### src/rtl/core/psd_pkg.sv
// ----------------------------------------------------------------------------
// psd_pkg
// Shared types, widths and codes for the point to segment distance pipeline.
// ----------------------------------------------------------------------------
`timescale 1ns / 1ps
`default_nettype none

package psd_pkg;

  localparam int CoordBits    = 16;
  localparam int DiffBits     = CoordBits + 1;
  localparam int ProdBits     = 2 * DiffBits;
  localparam int SumBits      = ProdBits + 2;
  localparam int CrossBits    = ProdBits + 1;
  localparam int CrossMagBits = CrossBits - 1;
  localparam int NumBits      = 2 * CrossMagBits + 2;
  localparam int DsqBits      = 2 * CoordBits + 2;
  localparam int ResBits      = CoordBits + 1;
  localparam int SqRemBits    = ResBits + 2;
  localparam int FrontStages  = 6;

  typedef enum logic [1:0] {
    RegInterior   = 2'd0,
    RegBefore     = 2'd1,
    RegBeyond     = 2'd2,
    RegDegenerate = 2'd3
  } region_e;

  typedef struct packed {
    logic signed [CoordBits-1:0] seg_start_x;
    logic signed [CoordBits-1:0] seg_start_y;
    logic signed [CoordBits-1:0] seg_start_z;
    logic signed [CoordBits-1:0] seg_end_x;
    logic signed [CoordBits-1:0] seg_end_y;
    logic signed [CoordBits-1:0] seg_end_z;
    logic signed [CoordBits-1:0] query_x;
    logic signed [CoordBits-1:0] query_y;
    logic signed [CoordBits-1:0] query_z;
  } in_t;

  typedef struct packed {
    logic [DsqBits-1:0] dist_squared;
    logic [ResBits-1:0] dist_res;
    logic [1:0]         region;
  } out_t;

  typedef struct packed {
    logic               valid;
    logic [DsqBits-1:0] rem;
    logic [DsqBits-1:0] low;
    logic [DsqBits-1:0] quo;
    logic [DsqBits-1:0] divisor;
    region_e            region;
  } div_t;

  typedef struct packed {
    logic                 valid;
    logic [SqRemBits-1:0] rem;
    logic [ResBits-1:0]   root;
    logic [DsqBits-1:0]   x;
    logic [DsqBits-1:0]   dsq;
    region_e              region;
  } sq_t;

endpackage

`default_nettype wire

### src/rtl/core/psd_div_cell.sv
// ----------------------------------------------------------------------------
// psd_div_cell
// One restoring division step: one quotient bit per cell.
// ----------------------------------------------------------------------------
`timescale 1ns / 1ps
`default_nettype none

module psd_div_cell import psd_pkg::*; (
  input  wire logic clk_i,
  input  wire logic rst_ni,
  input  wire logic en_i,
  input  wire div_t prev_i,
  output div_t      next_o
);

  logic [DsqBits:0] trial;
  logic             ge;
  logic             valid_q;
  div_t             step_d, cell_q;

  always_comb begin
    trial  = {prev_i.rem, prev_i.low[DsqBits-1]};
    ge     = trial >= {1'b0, prev_i.divisor};
    step_d = prev_i;
    step_d.rem = ge ? DsqBits'(trial - {1'b0, prev_i.divisor}) : DsqBits'(trial);
    step_d.low = {prev_i.low[DsqBits-2:0], 1'b0};
    step_d.quo = {prev_i.quo[DsqBits-2:0], ge};
  end

  always_ff @(posedge clk_i or negedge rst_ni) begin
    if (!rst_ni) begin
      valid_q <= 1'b0;
    end else if (en_i) begin
      valid_q <= prev_i.valid;
    end
  end

  always_ff @(posedge clk_i) begin
    if (en_i) begin
      cell_q <= step_d;
    end
  end

  always_comb begin
    next_o       = cell_q;
    next_o.valid = valid_q;
  end

endmodule

`default_nettype wire

### config.mk
export PLATFORM = sky130hd
export DESIGN_NAME = psd_div_cell
export DESIGN_NICKNAME = d
export VERILOG_FILES = /design/src/rtl/core/psd_pkg.sv /design/src/rtl/core/psd_div_cell.sv
export SDC_FILE = /design/constraint.sdc
export NUM_CORES = 1
export LEC_CHECK = 0
export BUFFER_PORTS_ARGS = -buffer_cell sky130_fd_sc_hd__buf_2
export CORE_ASPECT_RATIO = 1.75
export CORE_MARGIN = 5
export CORE_UTILIZATION = 40
export DETAILED_ROUTE_END_ITERATION = 10
export GPL_TIMING_DRIVEN = 0
export HOLD_SLACK_MARGIN = 0.03
export MAX_ROUTING_LAYER = met4
export PLACE_DENSITY = 0.66
export SYNTH_ARGS = -nofsm -noshare
export SYNTH_HDL_FRONTEND = slang
export SYNTH_SLANG_ARGS = --single-unit
### constraint.sdc
create_clock -name clk_i -period 1.8 [get_ports clk_i]
set_clock_uncertainty 0.05 [all_clocks]
set_input_delay 0.09 -clock clk_i [delete_from_list [all_inputs] [get_ports clk_i]]
set_output_delay 0.09 -clock clk_i [all_outputs]
set_load 0.1 [all_outputs]
After elaboration in Yosys (flattened, before gate mapping)
Index checks and enable logic that the tools add are counted.
{ "totals": {"register_bits": 138, "in_bits": 142, "out_inout_bits": 139, "wordCells": 9} }
{ "classes": {"addsub": 1, "magnitude_cmp": 1, "n_mux": 1} }
{ "ops": {"columns": ["cell", "count"], "rows": [
  ["$ge 35x34->1", 1],
  ["$mux 34", 1],
  ["$sub 34x34->34", 1]
]} }

Logic depth before layout (Yosys ltp)
{ "logic_depth": {"depth_word": 2, "mapped_depth": 12, "depth_no_buf": 12} }

Worst setup path after synthesis
No wires, ideal clock.
{ "synth_path": {"kind": "input to register", "start": "input prev_i[103] (netlist bit)", "end": "register cell_q, in the netlist next_o[130] (data pin)", "setup_ns": 0.258, "t_arrival_ns": 2.180, "required_time_ns": 1.492, "slack_ns": -0.688, "cell_stages": 12, "n_path_buf": 0, "cell_sequence": "inv_1 -> ha_1 -> inv_1 -> fa_1 -> a21oi_2 -> o221ai_2 -> a31oi_2 -> o21ai_2 -> a2111oi_2 -> a21oi_1 -> xnor2_1 -> a21oi_1"} }
{ "synth_rtl": {"columns": ["item", "line_no", "text"], "rows": [
  ["start: declaration", "psd_div_cell.sv:12", "input wire div_t prev_i,"],
  ["end signal: assignment", "psd_div_cell.sv:40", "cell_q <= step_d;"],
  ["end: declaration", "psd_div_cell.sv:19", "div_t step_d, cell_q;"]
]} }

==> flow_summary.yaml <==
floorplan:
  coreArea_sq_mm: 0.0163
  fp-row-count: 62
  die_y_microns: 180
  die_x_microns: 107
  pin_count: 281
  dieArea_sq_mm: 0.0192
  start_util: 0.403
route:
  wl_per_cell_microns: 20.7
  drtIter0Drc: 275
  vias_per_cell: 5.08
  via_count: 6146
  drt-total-wl_microns: 25100
  drc: 0
  topRoutingLayerUsed: "met4"
  wl_met1_microns: 8330
  wl_met2_microns: 13900
  antenna_left: 0
  wl_met3_microns: 1860
  drtPass1Iterations: 4
clocking:
  cts_tree: "done"
  numCtsBuffers: 17
  clockBufferDepth: 2
  cts.sinks: 138
  cts_max_level: 4
  cts_root_buffer: "clkbuf_16"
  clkTransAtPathRegs_ps: 60
  insertion_delay_ps: 420
timing:
  timing.fmax_mhz: 456
  holdWs_ps: 50.1
  finalSetupViolCount: 35
  rsz0062_at_grt: "true"
  layout_setup_ws_ps: -391
  finalHoldViolCount: 0
  worst_slew_pin_slew_ps: 555
  final.min_clock_period_ps: 2190
  finalCritPeriodShare: 1.22
  slew_headroom: 0.633
  slew_viol_final: 0
critical_path:
  max_stage_delay_ps: 380
  crit_buf_inv: 5
  crit_fanout: 3
  path_cells: "buf_12, inv_12, ha_4, inv_2, fa_2, a21oi_4, o221ai_4, a31oi_4, o21ai_4, buf_6, a21o_1, buf_4, xnor2_1, mux2_4"
  path_class: "input port to register"
  critPathTopFamily: "compound AO/OA/AOI/OAI gates"
  crit_required_ps: 1920
  crit_arrival_ps: 2310
  startpoint_type: "input port"
  cp-end-kind: "register"
  cp_slowest_cell: "fa_2"
grt:
  grt_pass1_wl_microns: 36700
  grt-ovfl-total: 0
  antenna_found_initial: 5
  grt_pass1_vias: 6721
  grt_start_max_net_pins: 97
  grt_usage: 0.257
synth:
  yosys-top-cells-area: "edfxtp_1, ha_1, a21oi_1"
  yosys.area_share.simple: 0.0672
  yosys.area.top_type: "edfxtp_1"
  synth_top_family_by_area: "compound AO/OA/AOI/OAI gates"
  yosysWarnings: 0
  synthMuxAreaShare: 0.0211
  synth_compound_area_frac: 0.130
  synth_seq_cells: 138
  synth_cell_types: 58
  async_reset_ff_frac: 0.00725
  avgSynthCellArea_sq_um: 13.1
  synth-edff-count: 137
  synthXorXnorAreaFrac: 0.0427
  synthCells: 502
  ys.flop_type: "edfxtp_1"
  yosysTopAreaCellShare: 0.626
  synth_area_sq_mm: 0.00657
  synth_fp_nets: 679
  ys_seq_area_frac: 0.630
  synthAdderAreaFrac: 0.0678
cells_and_area:
  final_common_cell: "buf_2"
  layout_common_cells: "buf_2, dlygate4sd3_1, edfxtp_1"
  finalNetCount: 1178
  seq_area_sq_mm: 0.00414
  fillCellCount: 986
  area_growth_syn_to_layout_pct: 84.1
  layout-drive-gt1-share: 0.546
  multi_input_area_sq_mm: 0.00320
hold_path:
  hold_class: "input port to register"
pwr:
  leakage_nw: 5.10
  ir_drop_uv: 658
  powerDensity_mw_per_mm2: 1020
run_status:
  status: "finished, violations left"
  failed_checks: "setup timing"
placement:
  hpwl_microns: 15500
  io_buffers: 278
  pre_cts_ws_ps: -1150
  gp_congestion: 0.807
job:
  max-cap-violations: 0
==> worst paths after layout <==
path | start | to | slack (ps) | depth (start not counted)
max in group asynchronous | rst_ni | valid_q | 1140 | 3
setup / recovery | prev_i[103] | next_o[120] | -390 | 14
min in group asynchronous | rst_ni | valid_q | 450 | 3
setup reg to reg | valid_q | valid_q | 1000 | 1
hold reg to reg | valid_q | valid_q | 470 | 1
hold / removal | en_i | next_o[51] | 50 | 1
==> metal layers <==
metal | track usage | vias to the layer above
li1 | - | 2860
met1 | 0.237 | 2961
met2 | 0.478 | 273
met3 | 0.0686 | 52
met4 | 0.121 | 0
met5 | - | -
==> Yosys cell counts (all sizes together), types with 10 or more instances <==
cell,number
a21o,12
a21oi,58
buf,10
edfxtp,137
ha,34
inv,47
mux2,10
nand2,25
nor2,40
o21ai,18
xnor2,16
xor2,16
==> cell type report <==
cell class                 count  area share
sequential                   138       0.342
timing repair buffer         487       0.302
multi-input combinational    304       0.265
clock buffer                  20      0.0361
tap                          192      0.0199
inverter                      47      0.0167
clock inverter                12     0.00941
buffer                         6     0.00828
antenna                        5     0.00103
==> flip-flops by register name, summed over array words and instances, names as in the netlist <==
register and cells:
next_o 137, valid_q 1
==> cells by family (layout without fill, tap and decap cells) <==
kind of cell | after synthesis | in the layout
adder cells (fa/ha/maj) | 35 | 35
flip-flops | 138 | 138
AND/OR/NAND/NOR | 99 | 99
multiplexers | 10 | 10
buffers and inverters | 60 | 572
AO/OA/AOI/OAI | 127 | 127
other | 1 | 6
XOR/XNOR | 32 | 32
==> where the power goes <==
part / internal [mW] / switching (mW)
registers: 3.92 / 0.0928
logic: 1.48 / 3.52
clock network: 1.91 / 1.42
==> what timing repair did <==
action | 4_1_cts | 5_1_grt
gates cloned | 4 | 1
hold buffers | 139 | 0
endpoints found under the setup margin | 35 | 35
buffers inserted | 42 | 26
pin swaps | 42 | 61
gates resized for setup | 124 | 73
hold endpoints to repair | 138 | 0
==> per-stage QoR <==
step | area (sq um) | power (mW) | util | TNS [ps] | cells
after floorplan | 7020 | 7.33 | - | -9440 | 502
after global placement | 8660 | 8.09 | 0.531 | -146160 | 972
after detailed placement | 8690 | 8.12 | 0.533 | -27650 | 973
after CTS | 11600 | 12.1 | 0.715 | -7790 | 1185
after global routing | 12100 | 12.7 | 0.742 | -8330 | 1211
final | 12100 | 12.3 | 0.742 | -5540 | 1211
No activity file was read; power rests on OpenSTA's default activity.
