`config.mk`:
```
export PLATFORM = sky130hd
export DESIGN_NAME = psd_sqrt_cell
export DESIGN_NICKNAME = d
export VERILOG_FILES = /design/src/rtl/core/psd_pkg.sv /design/src/rtl/core/psd_sqrt_cell.sv
export SDC_FILE = /design/constraint.sdc
export NUM_CORES = 1
export LEC_CHECK = 0
export ABC_AREA = 1
export BUFFER_PORTS_ARGS = -buffer_cell sky130_fd_sc_hd__buf_2
export CAP_MARGIN = 5
export CORE_AREA = 2 2 120 122
export DETAILED_ROUTE_END_ITERATION = 12
export DIE_AREA = 0 0 122 124
export PLACE_DENSITY = 0.6
export SETUP_SLACK_MARGIN = 0.2
export SYNTH_ARGS = -nofsm -noshare
export SYNTH_HDL_FRONTEND = slang
export SYNTH_SLANG_ARGS = --single-unit
```
`constraint.sdc`:
```
create_clock -name clk_i -period 0.98 [get_ports clk_i]
set_input_delay 0.049 -clock clk_i [delete_from_list [all_inputs] [get_ports clk_i]]
set_output_delay 0.049 -clock clk_i [all_outputs]
set_load 0.05 [all_outputs]
```
`src/rtl/core/psd_pkg.sv`:
```
// ----------------------------------------------------------------------------
// psd_pkg
// Shared types, widths and codes for the point to segment distance pipeline.
// ----------------------------------------------------------------------------
`timescale 1ns / 1ps
`default_nettype none

package psd_pkg;

  localparam int CoordBits    = 16;
  localparam int DiffBits     = CoordBits + 1;
  localparam int ProdBits     = 2 * DiffBits;
  localparam int SumBits      = ProdBits + 2;
  localparam int CrossBits    = ProdBits + 1;
  localparam int CrossMagBits = CrossBits - 1;
  localparam int NumBits      = 2 * CrossMagBits + 2;
  localparam int DsqBits      = 2 * CoordBits + 2;
  localparam int ResBits      = CoordBits + 1;
  localparam int SqRemBits    = ResBits + 2;
  localparam int FrontStages  = 6;

  typedef enum logic [1:0] {
    RegInterior   = 2'd0,
    RegBefore     = 2'd1,
    RegBeyond     = 2'd2,
    RegDegenerate = 2'd3
  } region_e;

  typedef struct packed {
    logic signed [CoordBits-1:0] seg_start_x;
    logic signed [CoordBits-1:0] seg_start_y;
    logic signed [CoordBits-1:0] seg_start_z;
    logic signed [CoordBits-1:0] seg_end_x;
    logic signed [CoordBits-1:0] seg_end_y;
    logic signed [CoordBits-1:0] seg_end_z;
    logic signed [CoordBits-1:0] query_x;
    logic signed [CoordBits-1:0] query_y;
    logic signed [CoordBits-1:0] query_z;
  } in_t;

  typedef struct packed {
    logic [DsqBits-1:0] dist_squared;
    logic [ResBits-1:0] dist_res;
    logic [1:0]         region;
  } out_t;

  typedef struct packed {
    logic               valid;
    logic [DsqBits-1:0] rem;
    logic [DsqBits-1:0] low;
    logic [DsqBits-1:0] quo;
    logic [DsqBits-1:0] divisor;
    region_e            region;
  } div_t;

  typedef struct packed {
    logic                 valid;
    logic [SqRemBits-1:0] rem;
    logic [ResBits-1:0]   root;
    logic [DsqBits-1:0]   x;
    logic [DsqBits-1:0]   dsq;
    region_e              region;
  } sq_t;

endpackage

`default_nettype wire

```
`src/rtl/core/psd_sqrt_cell.sv`:
```
// ----------------------------------------------------------------------------
// psd_sqrt_cell
// One digit-by-digit square root step: one root bit per cell.
// ----------------------------------------------------------------------------
`timescale 1ns / 1ps
`default_nettype none

module psd_sqrt_cell import psd_pkg::*; (
  input  wire logic clk_i,
  input  wire logic rst_ni,
  input  wire logic en_i,
  input  wire sq_t  prev_i,
  output sq_t       next_o
);

  logic [SqRemBits+1:0] acc, trial;
  logic                 ge;
  logic                 valid_q;
  sq_t                  step_d, cell_q;

  always_comb begin
    acc    = {prev_i.rem, prev_i.x[DsqBits-1 -: 2]};
    trial  = (SqRemBits+2)'({prev_i.root, 2'b01});
    ge     = acc >= trial;
    step_d = prev_i;
    step_d.rem  = ge ? SqRemBits'(acc - trial) : SqRemBits'(acc);
    step_d.root = {prev_i.root[ResBits-2:0], ge};
    step_d.x    = {prev_i.x[DsqBits-3:0], 2'b00};
  end

  always_ff @(posedge clk_i or negedge rst_ni) begin
    if (!rst_ni) begin
      valid_q <= 1'b0;
    end else if (en_i) begin
      valid_q <= prev_i.valid;
    end
  end

  always_ff @(posedge clk_i) begin
    if (en_i) begin
      cell_q <= step_d;
    end
  end

  always_comb begin
    next_o       = cell_q;
    next_o.valid = valid_q;
  end

endmodule

`default_nettype wire

```
* Word level (Yosys, flattened, before mapping)
Cells that the tools add are included.
** Storage, ports and cells
- Register bits after elaboration :: 105
- Logic and storage cells :: 9
** Operators by class
- Add/sub/neg operators :: 1
- Magnitude comparators :: 1
- Mux-type cells :: 1
** Operator list (count)
- 21-bit by 19-bit >= comparator with 1-bit output :: 1
- 19-bit 2-to-1 mux :: 1
- 19-bit subtractor :: 1

* Depth between registers and ports, before layout
- Word-level depth :: 2
- Mapped depth :: 13

* Least setup slack after synthesis
Ideal clock, no wire load.
- Kind :: input to register
- Start point :: input port prev_i[76] in the netlist's numbering
- End point :: register cell_q (netlist bit next_o[104]) (data pin)
- Library setup time :: 0.252 ns
- Arrival :: 1.351 ns
- Data required time :: 0.728 ns
- Setup slack :: -0.623 ns
- Stages :: 13
- Path through :: inv_1 ha_1 nand2_1 inv_1 nand2_1 nand2_1 a21oi_2 nand2_2 nand2_4 nand2_4 buf_12 nand3_2 nand2_1
** RTL lines
- start, declared :: line psd_sqrt_cell.sv:12 : input wire sq_t prev_i,
- end signal, assigned :: line psd_sqrt_cell.sv:41 : cell_q <= step_d;
- end, declared :: line psd_sqrt_cell.sv:19 : sq_t step_d, cell_q;

==> results.cfg <==
[synth]
syn_area_um2 = 4760
yosys.area_share.adder = 0.0500
avgSynthCellArea_um2 = 11.6
ys_ff_latch = 105
synth_compound_area_frac = 0.0237
synth_top_family_by_area = simple AND/OR/NAND/NOR gates
yosys-mux-area-fraction = 0.00237
postSynthCellCount = 410
yosysWarnings = 0
synthXorXnorAreaFrac = 0.0147
synthSimpleGateAreaFrac = 0.189
ys_seq_area_frac = 0.662
ys_types = 28

[sta]
setup-violations-final = 40
finalHoldViolCount = 0
fin_crit_sh = 1.34
layout_setup_ws_ps = -332
clock-skew-final_ps = 0
slew_violations = 0
rsz0062_at_grt = yes
max_freq_mhz = 762
min_period_ps = 1310

[setup_path]
end_kind = register
crit_top_cell = buf_8
worstPathArrival_ps = 1440
critPathMaxFanout = 5
reg2reg_slack_ps = 70
slowest_stage = ha_4
worstPathCellList = buf_8 > inv_4 > ha_4 > nand4_1 > nor2_2 > nand3_2 > nand2_2 > nor2_4 > buf_12 > buf_8 > nand2_8 > o21ai_2
slowest_delay_ps = 290
startpoint_type = primary input
cp.required_ps = 1100
worstSetupPathType = in2reg

[status]
violations = setup timing
outcome = finished, violations left

[clock_network]
clkSlewWorstSetupHoldPaths_ps = 80
clk_path_buf_depth = 2
htree_num_levels = 3
cts_buffers = 9
cts_tree = yes
cts.sinks = 105
insertion_delay_ps = 350
cts-root-buf = clkbuf_16

[global_route]
grt_max_degree = 31
grt_overflow_total = 0
first_global_vias = 4639
grtUsageTotal = 0.216
grt_pass1_wl_mm = 24.0
antenna_found_initial = 1

[floorplanning]
coreArea_um2 = 13700
die_height_um = 124
io_pins = 217
die-area_um2 = 15100
rows = 43
die_width_um = 122
start_util = 0.347

[final_layout]
drive_gt1_frac = 0.529
n_fill_cell = 1013
multiInputGateArea_um2 = 1870
syn_to_final_growth_pct = 93.1
design_area_um2 = 9190
seq_area_um2 = 3150
layout.nets = 930

[power_and_ir_drop]
switching_share = 0.331
internal-power_mw = 9.48
seqPwrFrac = 0.399
p_sw_mw = 4.70
peakVddDrop_mv = 0.835
power_frac_comb = 0.335
p_clk_frac = 0.266
power_density_nw_per_um2 = 1540
p_total_mw = 14.2
p_leak_nw = 4.12

[place]
dpl_cell_area_um2 = 6740
io_buffers = 214
place_hpwl_mm = 10.3
place.gp.congestion = 0.867

[routing]
drtIter0Drc = 273
drc = 0
firstDrtPassIters = 4
wl_mm = 16.5
vias_per_cell = 4.56
wire_per_inst_um = 16.7
drtAntennaViolNets = 0
vias = 4501

[run]
drv_cap = 0

[hold_path]
hp-class = in2reg
## layout by cell type (no fill, tap or decap), types with 2 or more instances in the layout
cell,synthesis,routed
a21oi_1,15,10
a21oi_2,1,2
a21oi_4,0,4
buf_12,1,5
buf_2,0,95
buf_4,4,70
buf_6,1,121
buf_8,0,3
clkbuf_16,0,9
clkinvlp_4,0,2
conb_1,1,2
dlygate4sd3_1,0,88
edfxtp_1,104,104
ha_1,19,2
ha_4,0,17
inv_1,50,31
inv_2,4,18
inv_4,0,5
inv_8,0,2
nand2_1,112,90
nand2_2,5,20
nand2_4,2,8
nand2_8,0,4
nand3_1,31,15
nand3_2,10,26
nand3b_1,5,5
nor2_1,21,16
nor2_2,2,5
nor2_4,1,3
nor3_1,3,2
nor3_2,1,2
o21ai_0,4,4
xor2_1,8,8
## power groups by stage
stage | sequential (mW) | clock, mW | combinational, mW
floorplan | 7.07 | 0 | 0.964
detailed placement | 5.62 | 0 | 3.60
CTS | 5.63 | 3.81 | 4.58
finish | 5.65 | 3.77 | 4.75
global placement | 5.62 | 0 | 3.58
global route | 5.69 | 4.05 | 5.01
## final timing paths
kind,start,end,cells after the start
min,prev_i[92],next_o[94]$_DFFE_PP_,3
max reg2reg,valid_q$_DFFE_PN0P_,valid_q$_DFFE_PN0P_,2
min reg2reg,valid_q$_DFFE_PN0P_,valid_q$_DFFE_PN0P_,2
max,prev_i[80],next_o[88]$_DFFE_PP_,12
max in group asynchronous,rst_ni,valid_q$_DFFE_PN0P_,3
min in group asynchronous,rst_ni,valid_q$_DFFE_PN0P_,3
## critical path: cells and delay by family
family | cells | cell delay (ps)
AOI/OAI and AO/OA | 1 | 60
buffers and inverters | 4 | 380
and+or+nand+nor | 6 | 670
adders and majority gates | 1 | 290
## per-layer routing
metal / routed length [µm] / GRT usage
met5: 0 / 0
met4: 410 / 0.0869
met3: 1150 / 0.0531
met2: 8950 / 0.413
met1: 5990 / 0.225
## per-stage QoR
step,util,worst slack (ps),hold WS (ps),setup TNS [ps],cells
floorplan,-,-467,-247,-9130,411
global placement,0.491,-802,-175,-15470,858
detailed placement,0.491,-823,-173,-15740,858
CTS,0.655,-321,22.7,-6380,978
global route,0.669,-399,38.0,-9670,987
finish,0.669,-332,37.3,-6500,987
## cells in the mapped netlist
master	instances	share of area
ha_1	19	0.050
nand3_1	31	0.033
nand4_1	1	0.0013
nand2_2	5	0.0066
conb_1	1	0.00079
buf_12	1	0.0042
a21oi_2	1	0.0018
edfxtp_1	104	0.66
dfrtp_1	1	0.0053
nand2_4	2	0.0047
o21ai_0	4	0.0042
buf_6	1	0.0024
nor2_4	1	0.0024
nor3_1	3	0.0032
mux2_2	1	0.0024
nor2_2	2	0.0026
nor3_2	1	0.0021
clkbuf_4	1	0.0016
inv_2	4	0.0032
inv_1	50	0.039
buf_4	4	0.0063
xor2_1	8	0.015
nand3b_1	5	0.0079
nor2_1	21	0.017
nand2_1	112	0.088
o21ai_2	1	0.0018
nand3_2	10	0.021
a21oi_1	15	0.016
## what timing repair did
item                                   in CTS  in global routing
gates cloned                                4                  0
buffers inserted                           13                  7
endpoints found under the hold margin      86                  1
resized for setup                         269                 36
hold buffers                               87                  1
setup endpoints to repair                 125                126
pin swaps                                  35                 35
## sequential cells by signal, indices dropped and copies added (netlist names)
name and flops:
next_o 104, valid_q 1
## final cells by class
class                      instances  share of cell area
clock inverter                     6             0.00831
sequential                       105               0.343
multi-input combinational        248               0.204
clock buffer                      10              0.0249
antenna                            1            0.000272
tap                              180              0.0245
timing repair buffer             383               0.372
inverter                          54              0.0234
## logic make-up after synthesis
group	Yosys count
other cells	1
flops	105
compound gates	21
simple gates	194
mux	1
fa+ha+maj	19
buf+inv	61
xor+xnor	8
(Power assumes the default switching activity.)
